===== src/sv/ray_march_cylinder_hit_unit_assert.svh =====
// ----------------------------------------------------------------------------
// ray_march_cylinder_hit_unit_assert.svh
// Assertion macros shared by the ray march cylinder hit unit.
// Each macro expects a clock named aclk and an active-low reset named aresetn.
// ----------------------------------------------------------------------------
`ifndef RAY_MARCH_CYLINDER_HIT_UNIT_ASSERT_SVH
`define RAY_MARCH_CYLINDER_HIT_UNIT_ASSERT_SVH

// same-cycle implication
`define RMCH_ASSERT_SAME(lbl, ante, cons, msg) \
    lbl: assert property (@(posedge aclk) disable iff (!aresetn) (ante) |-> (cons)) \
        else $error(msg);

// next-cycle implication
`define RMCH_ASSERT_NEXT(lbl, ante, cons, msg) \
    lbl: assert property (@(posedge aclk) disable iff (!aresetn) (ante) |=> (cons)) \
        else $error(msg);

`endif


===== src/sv/rmch_pkg.sv =====
// ----------------------------------------------------------------------------
// rmch_pkg
// Shared types, register indexes and reset constants of the ray march
// cylinder hit unit.
// ----------------------------------------------------------------------------
package rmch_pkg;

    localparam int STEP_W      = 10;
    localparam int FIELD_W     = 32;
    localparam int CFG_INDEX_W = 3;

    localparam int DEFAULT_COORD_WIDTH = 32;
    localparam int DEFAULT_TALLY_WIDTH = 32;

    localparam logic signed [31:0] RST_CENTER_X    = 32'sd0;
    localparam logic signed [31:0] RST_CENTER_Y    = 32'sd0;
    localparam logic signed [31:0] RST_CENTER_Z    = 32'sd196608;
    localparam logic [30:0]        RST_HALF_LENGTH = 31'd166461;
    localparam logic [30:0]        RST_RADIUS      = 31'd166461;
    localparam logic [STEP_W-1:0]  DEFAULT_MARCH_LIMIT = 10'd100;

    typedef enum logic [CFG_INDEX_W-1:0] {
        REG_CENTER_X    = 3'd0,
        REG_CENTER_Y    = 3'd1,
        REG_CENTER_Z    = 3'd2,
        REG_HALF_LENGTH = 3'd3,
        REG_RADIUS      = 3'd4,
        REG_MARCH_LIMIT = 3'd5
    } reg_index_t;

    typedef enum logic [1:0] {
        ST_IDLE  = 2'd0,
        ST_MARCH = 2'd1,
        ST_DONE  = 2'd2
    } state_t;

    typedef struct packed {
        logic signed [31:0] center_x;
        logic signed [31:0] center_y;
        logic signed [31:0] center_z;
        logic [30:0]        half_length;
        logic [30:0]        radius;
        logic [STEP_W-1:0]  march_limit;
    } cfg_t;

    typedef struct packed {
        logic load;     // take a new ray
        logic advance;  // issue one march step
        logic capture;  // latch the ray outcome
        logic emit;     // load the output register
    } cmd_t;

    typedef struct packed {
        logic [STEP_W-1:0] issue_idx;
        logic              d_valid;
        logic              d_hit;
        logic [STEP_W-1:0] d_idx;
        logic              out_free;
    } status_t;

endpackage


===== src/sv/rmch_ctrl.sv =====
// ----------------------------------------------------------------------------
// rmch_ctrl
// March sequencer: accepts a ray, issues steps into the test pipeline,
// watches the pipeline tail for a hit or the last step, then hands the
// outcome to the output register.
// ----------------------------------------------------------------------------
`include "ray_march_cylinder_hit_unit_assert.svh"

module rmch_ctrl (
    input  logic                            aclk,
    input  logic                            aresetn,
    input  logic                            s_tvalid,
    output logic                            s_tready,
    input  logic [rmch_pkg::STEP_W-1:0]     march_limit,
    input  rmch_pkg::status_t               status,
    output rmch_pkg::cmd_t                  cmd
);

    rmch_pkg::state_t state_reg;
    rmch_pkg::state_t state_next;
    logic             finish;
    logic             hit_in_march;

    // the pipeline tail shows either a hit or the final step of a miss
    assign finish = status.d_valid && (status.d_hit || (status.d_idx == march_limit));
    assign hit_in_march = (state_reg == rmch_pkg::ST_MARCH) && status.d_valid && status.d_hit;

    always_ff @(posedge aclk) begin
        if (!aresetn) begin
            state_reg <= rmch_pkg::ST_IDLE;
        end else begin
            state_reg <= state_next;
        end
    end

    always_comb begin
        state_next = state_reg;
        case (state_reg)
            rmch_pkg::ST_IDLE: begin
                if (s_tvalid) begin
                    // a zero limit takes no step and goes straight to the result
                    state_next = (march_limit == '0) ? rmch_pkg::ST_DONE
                                                     : rmch_pkg::ST_MARCH;
                end
            end
            rmch_pkg::ST_MARCH: begin
                if (finish) begin
                    state_next = rmch_pkg::ST_DONE;
                end
            end
            rmch_pkg::ST_DONE: begin
                if (status.out_free) begin
                    state_next = rmch_pkg::ST_IDLE;
                end
            end
            default: state_next = rmch_pkg::ST_IDLE;
        endcase
    end

    always_comb begin
        s_tready    = 1'b0;
        cmd.load    = 1'b0;
        cmd.advance = 1'b0;
        cmd.capture = 1'b0;
        cmd.emit    = 1'b0;
        case (state_reg)
            rmch_pkg::ST_IDLE: begin
                s_tready = 1'b1;
                cmd.load = s_tvalid;
            end
            rmch_pkg::ST_MARCH: begin
                cmd.advance = (status.issue_idx != march_limit);
                cmd.capture = finish;
            end
            rmch_pkg::ST_DONE: begin
                cmd.emit = status.out_free;
            end
            default: ;
        endcase
    end

    `RMCH_ASSERT_NEXT(a_accept_blocks_next, s_tvalid && s_tready, !s_tready, "ray accepted twice")
    `RMCH_ASSERT_SAME(a_emit_needs_room, cmd.emit, status.out_free, "result over a pending one")
    `RMCH_ASSERT_NEXT(a_hit_ends_march, hit_in_march, !cmd.advance, "march went on after a hit")
    `RMCH_ASSERT_SAME(a_no_step_past_limit, cmd.advance, status.issue_idx < march_limit, "step past limit")

endmodule


===== config.mk =====
export PLATFORM = sky130hd
export DESIGN_NAME = rmch_ctrl
export DESIGN_NICKNAME = d
export VERILOG_FILES = /design/src/sv/rmch_pkg.sv /design/src/sv/rmch_ctrl.sv
export VERILOG_INCLUDE_DIRS = /design/src /design/src/sv
export SDC_FILE = /design/constraint.sdc
export NUM_CORES = 1
export LEC_CHECK = 0
export BUFFER_PORTS_ARGS = -buffer_cell sky130_fd_sc_hd__buf_2
export CAP_MARGIN = 10
export CORE_UTILIZATION = 30
export DETAILED_ROUTE_END_ITERATION = 10
export GPL_TIMING_DRIVEN = 0
export PLACE_DENSITY = 0.73
export SLEW_MARGIN = 20
export SYNTH_ARGS = -nofsm -noshare
export SYNTH_HDL_FRONTEND = slang
export SYNTH_SLANG_ARGS = --single-unit

===== constraint.sdc =====
create_clock -name aclk -period 1.05 [get_ports aclk]
set_input_delay 0.21 -clock aclk [delete_from_list [all_inputs] [get_ports aclk]]
set_output_delay 0.21 -clock aclk [all_outputs]
set_load 0.1 [all_outputs]

==> results by group <==
Routing
  • Post-route ant nets: 0
  • Met3 wire len: 38 µm
  • DR vias: between 500 and 600
  • Via/cell ratio: 4.89
  • WL final: ~1500 µm
  • Met1 Wirelength: 559 µm
  • Max Used Layer: met4
  • DRT iter0 DRCs: 8
  • DRT Pass-1 Iters: 4
  • Metal2 WL: 929 µm
  • Avg WL per Cell: 13.5 µm
  • Remaining DRCs: 0

CTS
  • # H-tree levels: 1
  • TritonCTS clock tree: built
  • Clock buffer count from CTS: 3
  • CTS Buffer Depth: 2
  • Clk Tree Root Cell: clkbuf_4
  • Clk slew on worst S/H paths: approximately 0.030 ns
  • Clk sink count: 2
  • Worst-Skew Late Latency: 0.23 ns

Place
  • GPL Wtd Cong: 0.745
  • IO buf count: 40
  • Placed Cells incl. Taps: approximately 110
  • Post-DP HPWL: 1080 µm

Die
  • Row cnt: 12
  • Initial Util: 0.338
  • Die Footprint: approximately 1500 µm²
  • IO Count: 41
  • CORE AREA: ~1200 µm²
  • Chip Width: between 30 and 40 µm
  • Die H: 38.3 µm

Timing
  • Max Slew Vio Count: 0
  • Worst rel slew slack: 0.726
  • Max Freq: 588 MHz
  • Minimum clock period after layout: approximately 1.7 ns
  • Setup TNS: -1.78 ns
  • Setup WS post-layout: -0.651 ns
  • # setup viols final: 7
  • Worst-Margin Slew: 0.408 ns
  • Hold WS: about 0.19 ns
  • Skew final: just under 0.001 ns
  • Final Hold Fails: 0
  • Fin crit share: 1.62
  • RSZ-0062 raised after global routing: true

Job
  • Max Cap Viol: 0

Synth
  • Avg Inst Size Synth: 7.60 µm²
  • Largest family of logic cells by synthesized area: XOR/XNOR gates
  • Area of the mapped netlist: approximately 400 µm²
  • Simple-gate share of the synthesized area: 0.323
  • Synth Area in XOR/XNOR: 0.443
  • Syn_nets: slightly below 90
  • Adder-cell share of the synthesized area: 0
  • Flops & latches, synth: 2
  • Ys Warns: 0
  • Mux cell area share after synthesis: 0
  • Synth unique cells: 20
  • Post-synthesis sequential area ratio: 0.101
  • Post-Synthesis Cells: 52
  • Fraction of the mapped netlist area in compound gates: 0.123

Critical path
  • Critical path capture point type: output pin
  • WS Path Type: input port to output pin
  • CP Launch Type: input port
  • Data arrival, critical path: roughly 1.5 ns
  • Req. time, crit path: 0.84 ns
  • CP max FO: 3

Worst hold path
  • Worst hold-check path type: input port to register

Power
  • Power Dens Cells: 1180 nW/µm²
  • Leak: 0.446 nW
  • Maximum vdd drop: 733 µV

Global routing
  • Gr ovfl total: 0
  • Vias in the first global route: around 560
  • Total track usage: 0.242
  • Global-route wire length before repair: 2390 µm
  • Largest net degree at the start of global routing: 6
  • Antenna violations before repair: 0

Finish
  • Ant diodes: 0
  • Layout area overhead: 156%
  • Fillcell total: 59
  • Max FFs per register: 2
  • Final #Nets: approximately 140
  • Fraction of layout cells with a size suffix above 1: 0.713
  • Cell Count, Final, Fillers Out: around 120

Run status
  • Status: finished with violations
  • Failing checks: setup timing
==> layer usage <==
metal | up-vias | track usage
li1 | 285 | -
met1 | 256 | 0.290
met2 | 19 | 0.458
met3 | 2 | 0
met4 | 0 | 0.0804
met5 | - | 0
==> Yosys cell counts (all sizes together) <==
library cell   n  area (µm²)
a21o           1        7.51
a21oi          3        15.0
a31oi          2        12.5
and2           1        6.26
and3           1        7.51
dfxtp          2        40.0
inv            1        3.75
nand2          2        7.51
nand2b         1        6.26
nand3          1        5.00
nand4          3        18.8
nor2           4        15.0
nor3           2        10.0
nor3b          1        7.51
nor4           5        43.8
o21ai          1        5.00
o41ai          1        8.76
xnor2          4        35.0
xor2          16         140
==> report_power, final <==
| group | switching (mW) | internal [mW] | total (mW) | leakage [nW] |
|---|---|---|---|---|
| Sequential | 0.0253 | 0.0983 | 0.124 | 0.0178 |
| Clock | 0.0562 | 0.127 | 0.183 | 0.0138 |
| Combinational | 0.479 | 0.412 | 0.891 | 0.415 |
| Total | 0.561 | 0.637 | 1.20 | 0.446 |
==> placed cells by master, fill, tap and decap left out, types with 2 or more instances in the layout <==
cell	n
clkbuf_4	3
buf_6	9
buf_4	5
nand4_1	3
nor2_1	2
a21oi_1	2
xnor2_2	4
nor4_2	2
nor2_4	2
dfxtp_4	2
xor2_1	12
nor4_1	2
buf_8	2
buf_2	24
xor2_2	3
buf_12	6
==> layout make-up <==
class                           count  area (µm²)  share of cell area
Inverter                            1        3.75             0.00371
Clock buffer                        3        22.5              0.0222
Multi-Input combinational cell     49         512               0.506
Timing Repair Buffer               46         409               0.404
Sequential cell                     2        47.5              0.0470
Tap cell                           14        17.5              0.0173
==> through the flow <==
step	utilization	setup slack [ns]	power [mW]	instance area [µm²]
finish	0.864	-0.651	1.20	1010
CTS	0.755	-0.575	1.07	885
global placement	0.572	-0.823	0.690	669
floorplan	-	-0.851	0.555	452
detailed placement	0.572	-0.844	0.699	669
global route	0.864	-0.733	1.25	1010
==> cells by family after synthesis <==
group           count (synthesis)
compound gates                  8
xor+xnor                       20
buf+inv                         1
flops                           2
simple gates                   21
==> final timing paths <==
path,startpoint,end,slack (ns),depth (start not counted)
setup / recovery,march_limit[2],cmd[1],-0.65,6
hold / removal,status[11],state_reg[0]$_SDFFE_PN0P_,0.19,2
setup reg to reg,state_reg[0]$_SDFFE_PN0P_,state_reg[0]$_SDFFE_PN0P_,-0.05,6
hold reg to reg,state_reg[0]$_SDFFE_PN0P_,state_reg[0]$_SDFFE_PN0P_,0.58,2
==> critical path: stages <==
cell and delay, ns:
buf_8 0.10, xor2_2 0.17, nor4_2 0.35, a31oi_1 0.18, nor3b_4 0.26, buf_12 0.20
==> what timing repair did <==
action / in CTS / in global routing
endpoints found under the setup margin: 5 / 7
setup buffers: 3 / 5
hold buffers: 0 / 0
pin swaps: 13 / 15
gates resized for setup: 39 / 17
Power figures use the tool's default switching activity.
