`src/sv/ray_march_cylinder_hit_unit_assert.svh`:
```
// ----------------------------------------------------------------------------
// ray_march_cylinder_hit_unit_assert.svh
// Assertion macros shared by the ray march cylinder hit unit.
// Each macro expects a clock named aclk and an active-low reset named aresetn.
// ----------------------------------------------------------------------------
`ifndef RAY_MARCH_CYLINDER_HIT_UNIT_ASSERT_SVH
`define RAY_MARCH_CYLINDER_HIT_UNIT_ASSERT_SVH

// same-cycle implication
`define RMCH_ASSERT_SAME(lbl, ante, cons, msg) \
    lbl: assert property (@(posedge aclk) disable iff (!aresetn) (ante) |-> (cons)) \
        else $error(msg);

// next-cycle implication
`define RMCH_ASSERT_NEXT(lbl, ante, cons, msg) \
    lbl: assert property (@(posedge aclk) disable iff (!aresetn) (ante) |=> (cons)) \
        else $error(msg);

`endif

```
`src/sv/rmch_pkg.sv`:
```
// ----------------------------------------------------------------------------
// rmch_pkg
// Shared types, register indexes and reset constants of the ray march
// cylinder hit unit.
// ----------------------------------------------------------------------------
package rmch_pkg;

    localparam int STEP_W      = 10;
    localparam int FIELD_W     = 32;
    localparam int CFG_INDEX_W = 3;

    localparam int DEFAULT_COORD_WIDTH = 32;
    localparam int DEFAULT_TALLY_WIDTH = 32;

    localparam logic signed [31:0] RST_CENTER_X    = 32'sd0;
    localparam logic signed [31:0] RST_CENTER_Y    = 32'sd0;
    localparam logic signed [31:0] RST_CENTER_Z    = 32'sd196608;
    localparam logic [30:0]        RST_HALF_LENGTH = 31'd166461;
    localparam logic [30:0]        RST_RADIUS      = 31'd166461;
    localparam logic [STEP_W-1:0]  DEFAULT_MARCH_LIMIT = 10'd100;

    typedef enum logic [CFG_INDEX_W-1:0] {
        REG_CENTER_X    = 3'd0,
        REG_CENTER_Y    = 3'd1,
        REG_CENTER_Z    = 3'd2,
        REG_HALF_LENGTH = 3'd3,
        REG_RADIUS      = 3'd4,
        REG_MARCH_LIMIT = 3'd5
    } reg_index_t;

    typedef enum logic [1:0] {
        ST_IDLE  = 2'd0,
        ST_MARCH = 2'd1,
        ST_DONE  = 2'd2
    } state_t;

    typedef struct packed {
        logic signed [31:0] center_x;
        logic signed [31:0] center_y;
        logic signed [31:0] center_z;
        logic [30:0]        half_length;
        logic [30:0]        radius;
        logic [STEP_W-1:0]  march_limit;
    } cfg_t;

    typedef struct packed {
        logic load;     // take a new ray
        logic advance;  // issue one march step
        logic capture;  // latch the ray outcome
        logic emit;     // load the output register
    } cmd_t;

    typedef struct packed {
        logic [STEP_W-1:0] issue_idx;
        logic              d_valid;
        logic              d_hit;
        logic [STEP_W-1:0] d_idx;
        logic              out_free;
    } status_t;

endpackage

```
`src/sv/rmch_cfg_regs.sv`:
```
// ----------------------------------------------------------------------------
// rmch_cfg_regs
// Configuration register file: cylinder geometry and march step limit.
// ----------------------------------------------------------------------------
module rmch_cfg_regs (
    input  logic                               aclk,
    input  logic                               aresetn,
    input  logic                               cfg_valid,
    output logic                               cfg_ready,
    input  logic [rmch_pkg::CFG_INDEX_W-1:0]   cfg_index,
    input  logic [rmch_pkg::FIELD_W-1:0]       cfg_data,
    output rmch_pkg::cfg_t                     cfg
);

    rmch_pkg::cfg_t cfg_reg;

    assign cfg_ready = 1'b1;
    assign cfg       = cfg_reg;

    always_ff @(posedge aclk) begin
        if (!aresetn) begin
            cfg_reg.center_x    <= rmch_pkg::RST_CENTER_X;
            cfg_reg.center_y    <= rmch_pkg::RST_CENTER_Y;
            cfg_reg.center_z    <= rmch_pkg::RST_CENTER_Z;
            cfg_reg.half_length <= rmch_pkg::RST_HALF_LENGTH;
            cfg_reg.radius      <= rmch_pkg::RST_RADIUS;
            cfg_reg.march_limit <= rmch_pkg::DEFAULT_MARCH_LIMIT;
        end else if (cfg_valid) begin
            case (cfg_index)
                rmch_pkg::REG_CENTER_X:    cfg_reg.center_x    <= cfg_data;
                rmch_pkg::REG_CENTER_Y:    cfg_reg.center_y    <= cfg_data;
                rmch_pkg::REG_CENTER_Z:    cfg_reg.center_z    <= cfg_data;
                rmch_pkg::REG_HALF_LENGTH: cfg_reg.half_length <= cfg_data[30:0];
                rmch_pkg::REG_RADIUS:      cfg_reg.radius      <= cfg_data[30:0];
                rmch_pkg::REG_MARCH_LIMIT: begin
                    cfg_reg.march_limit <= cfg_data[rmch_pkg::STEP_W-1:0];
                end
                default: ;
            endcase
        end
    end

endmodule

```
`config.mk`:
```
export PLATFORM = sky130hd
export DESIGN_NAME = rmch_cfg_regs
export DESIGN_NICKNAME = d
export VERILOG_FILES = /design/src/sv/ray_march_cylinder_hit_unit_assert.svh /design/src/sv/rmch_pkg.sv /design/src/sv/rmch_cfg_regs.sv
export SDC_FILE = /design/constraint.sdc
export NUM_CORES = 1
export LEC_CHECK = 0
export BUFFER_PORTS_ARGS = -buffer_cell sky130_fd_sc_hd__buf_2
export CAP_MARGIN = 20
export CORE_MARGIN = 2
export CORE_UTILIZATION = 50
export DETAILED_ROUTE_END_ITERATION = 8
export PLACE_DENSITY = 0.81
export SLEW_MARGIN = 20
export SYNTH_ARGS = -nofsm -noshare
export SYNTH_HDL_FRONTEND = slang
export SYNTH_SLANG_ARGS = --single-unit
export TNS_END_PERCENT = 5
```
`constraint.sdc`:
```
create_clock -name aclk -period 1.3 [get_ports aclk]
set_input_delay 0.065 -clock aclk [delete_from_list [all_inputs] [get_ports aclk]]
set_output_delay 0.065 -clock aclk [all_outputs]
set_load 0.03 [all_outputs]
```
==> out/metrics.yaml, run 1 <==
status: "finished, final reports clean"
firstDrtPassIters: 4
max_stage_delay_ns: 0.37
fmax_mhz: 937
syn_area_per_cell_um2: 10.4
synth_cell_type_count: 16
rsz0062_at_grt: "false"
place_congestion: 0.822
viasPerCell: 5.01
drt_iter0_markers: 217
synth_seq_cells: 168
grt_pass1_vias: 5131
timing.rr.end: "cfg[89]"
hold_path.class: "input pin to flip-flop"
grt-ovfl-total: 0
power_uw: 12000
fin_nets: 854
critPathLaunch: "cfg[72]"
period_share_pct: 82.1
crit_required_ns: 1.24
fp-row-count: 40
powerDensity_mw_per_mm2: 1430
worstReg2RegStart: "cfg[89]"
path_max_fanout: 2
num_vias: 4987
cts_sinks: 168
diodes: 0
drive_above_1_share_pct: 31.8
postCtsSetupBuffers: 0
synth.yosys.warnings: 0
ioPinCount: 207
fin_crit_ns: 1.07
cp_top_family: "flip-flops"
layout_commonest_cell: "buf_2"
cp-start-kind: "flip-flop"
crit_type: "flip-flop to output port"
cp.depth: 1
largest_reg_flops: 168
core_area_mm2: 0.0121
grt_util_all_layers_pct: 24.8
hold_viol: 0
drv_slew: 0
clkLatencyLatePin_ns: 0.42
vdd_drop_max_v: 0.000992
setup_viol_count_final: 0
grt_first_pass_wirelength_mm: 25.7
ant_nets: 0
tritoncts: "yes"
die_w_um: 116
drc_errors: 0
grt_max_degree: 52
crit_path_top_delay_cell: "dfxtp_1"
endpoint: "cfg[72]"
cp_data_arrival_time_ns: 1.00
cts_max_level: 4
clock-root-buffer: "clkbuf_16"
synth_area_mm2: 0.00628
tns_ns: 0
clockBufferDepth: 2
leakage_uw: 0.00420
finClkSkew_ns: 0
crit_path_end_kind: "output port"
yosysSeqAreaShare_pct: 53.6
initial_core_util_pct: 51.8
fill_cells: 928
drt_wl_total_mm: 16.6
fp.dieArea_mm2: 0.0135
post_drt_wl_per_cell_um: 16.6
cap_violations: 0
layout_common_cells: "buf_2 (204), nand2_1 (177), mux2i_1 (168), dfxtp_1 (168), nor2b_1 (34)"
crit_buf_inv: 1
antenna_found_initial: 0
cts_made_buffers: 17
cp_cell_sequence: "buf_2"
ff2ff_path_depth: 2
io_buffer_count: 205
syn-num-nets: 639
reg2reg_setup_slack_ns: 0.60
clk_pin_slew_worst_paths_ns: 0.06
die_h_um: 116
syn_to_final_growth_pct: 32.6
hold_start: "cfg_data[20]"
place_hpwl_mm: 11.7
postSynthCellCount: 601
==> cells by family (layout without fill, tap and decap cells) <==
family                 Yosys count  count (layout)  synth area share, %
muxes                          168             168                 26.8
DFF                            168             168                 53.6
and+or+nand+nor                219             219                 15.5
buffers and inverters           45             272                 4.06
other                            1               1               0.0597
==> layer usage <==
| layer | wire length (um) | vias up | GRT usage, % |
|---|---|---|---|
| met5 | 0 | - | 0 |
| met4 | 222 | 0 | 8.49 |
| met3 | 1200 | 23 | 8.73 |
| met2 | 8120 | 170 | 42.4 |
| met1 | 7010 | 2382 | 29.1 |
| li1 | - | 2412 | - |
==> stage by stage <==
stage | util (%) | hold slack [ns] | cells | area (um^2) | setup WS, ns
2_1_floorplan | - | 0.225 | 601 | 6280 | 0.192
3_3_place_gp | 62.3 | 0.346 | 954 | 7550 | 0.181
3_5_place_dp | 62.3 | 0.356 | 954 | 7550 | 0.103
4_1_cts | 68.8 | 0.00132 | 996 | 8330 | 0.201
5_1_grt | 68.8 | 0.0120 | 996 | 8330 | 0.192
6_report | 68.8 | 0.00960 | 996 | 8330 | 0.233
==> area by class of cell <==
type / count / area, um^2 / share of cell area [%]
clock buffer: 20 / 447 / 5.36
clock inverter: 11 / 221 / 2.66
multi-input combinational: 388 / 2690 / 32.3
sequential: 168 / 3360 / 40.4
tap: 168 / 210 / 2.52
timing repair buffer: 241 / 1390 / 16.7
==> synthesized netlist by cell type <==
master	n	area, um^2
nand2_1	177	664
dfxtp_1	168	3360
mux2i_1	168	1680
nor2b_1	34	213
clkbuf_1	21	78.8
buf_4	9	67.6
buf_6	6	67.6
buf_2	5	25.0
buf_1	3	11.3
and4bb_1	2	25.0
nand4b_1	2	17.5
nand4bb_1	2	22.5
and4b_1	1	10.0
clkbuf_2	1	5.00
conb_1	1	3.75
nor4b_4	1	23.8
==> what timing repair did <==
item	4_1_cts	5_1_grt
gates resized for setup	0	0
endpoints found under the hold margin	35	0
hold buffers	11	0
==> worst min-delay path by stage <==
stage	to	slack [ns]	cells past startpoint
global route	cfg[88]	0.01	3
finish	cfg[92]	0.01	3
CTS	cfg[92]	0.001	3
floorplan	cfg[6]	0.23	2
detailed placement	cfg[10]	0.36	3
global placement	cfg[10]	0.35	3
==> worst reg2reg max path, cell delays in order (launching register included) <==
cell	delay, ns
dfxtp_1	0.32
nor2b_1	0.14
mux2i_1	0.11
==> report_power, final <==
group / switching [uW] / internal [uW]
sequential: 63.4 / 5260
combinational: 629 / 338
clock: 2000 / 3650
Note: power is estimated with default switching activity, not from simulation.
==> run 2: changes to the inputs <==
==> constraint.sdc (replaced) <==
create_clock -name aclk -period 1 [get_ports aclk]
set_input_delay 0.05 -clock aclk [delete_from_list [all_inputs] [get_ports aclk]]
set_output_delay 0.05 -clock aclk [all_outputs]
set_load 0.03 [all_outputs]
==> run 2 against run 1 <==
  * The flow now finishes with violations (setup timing)
  * Worst setup slack worse by 0.25 ns
  * Via count is 4.0% higher
  * Clock power is 15% higher
  * Highest routed layer is now met5
==> out/metrics.yaml, run 2 (synthesis results as in run 1) <==
status: "finished, violations left"
violations: "setup timing"
clkLatencyLatePin_ns: 0.41
max_stage_delay_ns: 0.35
period_share_pct: 101
core_area_mm2: 0.0121
place_hpwl_mm: 11.5
firstDrtPassIters: 4
grt-ovfl-total: 0
crit_type: "flip-flop to output port"
hold_path.class: "input pin to flip-flop"
cp_data_arrival_time_ns: 0.96
grt_pass1_vias: 5334
initial_core_util_pct: 51.8
finClkSkew_ns: 0
drive_above_1_share_pct: 40.6
fp.dieArea_mm2: 0.0135
drt_wl_total_mm: 18.5
fmax_mhz: 986
crit_buf_inv: 1
postCtsSetupBuffers: 0
vdd_drop_max_v: 0.00105
io_buffer_count: 205
ioPinCount: 207
drt_iter0_markers: 323
viasPerCell: 5.17
stdcell_area_mm2: 0.00936
cp_top_family: "flip-flops"
ant_nets: 0
drv_slew: 0
tritoncts: "yes"
num_vias: 5184
cts_sinks: 168
crit_path_top_delay_cell: "dfxtp_1"
clk_pin_slew_worst_paths_ns: 0.06
cts_max_level: 4
leakage_uw: 0.00439
drc_errors: 0
hold_viol: 0
crit_path_end_kind: "output port"
post_drt_wl_per_cell_um: 18.5
grt_max_degree: 59
grt_first_pass_wirelength_mm: 27.1
clock-root-buffer: "clkbuf_16"
path_max_fanout: 2
grt_util_all_layers_pct: 26.0
cts_made_buffers: 17
cp_cell_sequence: "clkbuf_4"
largest_reg_flops: 168
die_w_um: 116
crit_required_ns: 0.95
fp-row-count: 40
clockBufferDepth: 2
layout_common_cells: "nand2_1 (177), mux2i_1 (168), buf_6 (121), dfxtp_1 (95), dfxtp_2 (73)"
place_ws_ns: -0.143
cp-start-kind: "flip-flop"
fin_crit_ns: 1.01
die_h_um: 116
setup_viol_count_final: 1
antenna_found_initial: 2
syn_to_final_growth_pct: 49.0
setup_slack_ns: -0.0143
rsz0062_at_grt: "true"
layout_commonest_cell: "nand2_1"
powerDensity_mw_per_mm2: 1600
place_congestion: 0.840
fin_nets: 858
cap_violations: 0
post_dp_cell_area_mm2: 0.00764
run 2: changes by cell type in the layout (fill, tap and decap cells not counted), sizes merged:
cell,before,now
bufinv,6,1
dlygate4sd3,11,16
inv,0,4
clkinv,3,6
buf,230,228
clkbuf,20,22
clkinvlp,2,0
diode,0,1
run 2: cell type report:
| cell class | instances | area (um^2) |
|---|---|---|
| Clock buffer | 21 | 480 |
| Sequential cell | 168 | 3450 |
| Clock inverter | 11 | 110 |
| Antenna cell | 1 | 2.50 |
| Timing Repair Buffer | 245 | 2400 |
| Multi-Input combinational cell | 388 | 2690 |
| Fill cell | 735 | 2760 |
| Tap cell | 168 | 210 |
run 2: what timing repair did:
action,4_1_cts,5_1_grt
setup endpoints to repair,151,125
gates resized for setup,170,205
endpoints found under the hold margin,53,0
hold buffers,16,0
run 2: worst paths after layout:
path | to | slack (ns) | start | depth (start not counted)
worst min-delay path | cfg[61] | 0.02 | cfg_data[20] | 3
worst min register to register | cfg[165] | 0.46 | cfg[165] | 2
worst max-delay path | cfg[47] | -0.01 | cfg[47] | 1
worst max register to register | cfg[44] | 0.29 | cfg[44] | 2
run 2: metal layers:
layer	share of wire (%)	global-route usage, %
met3	6.9	8.37
met5	0.070	0
met1	40	30.2
met4	2.4	9.60
met2	51	44.9
run 2: power breakdown:
| group | total, uW | internal, uW | switching (uW) |
|---|---|---|---|
| Clock | 6500 | 3740 | 2760 |
| Sequential | 6960 | 6850 | 112 |
| Combinational | 1470 | 620 | 849 |
run 2: per-stage QoR:
step	total power, uW	hold slack (ns)	setup TNS, ns	std cells	util (%)
floorplan	7860	0.210	-1.84	601	-
global placement	8280	0.330	-2.45	953	63.1
detailed placement	8320	0.344	-6.11	953	63.1
CTS	14800	0.00233	-0.00413	1001	72.9
global route	15400	0.0283	-0.242	1002	77.2
finish	14900	0.0235	-0.0143	1002	77.2
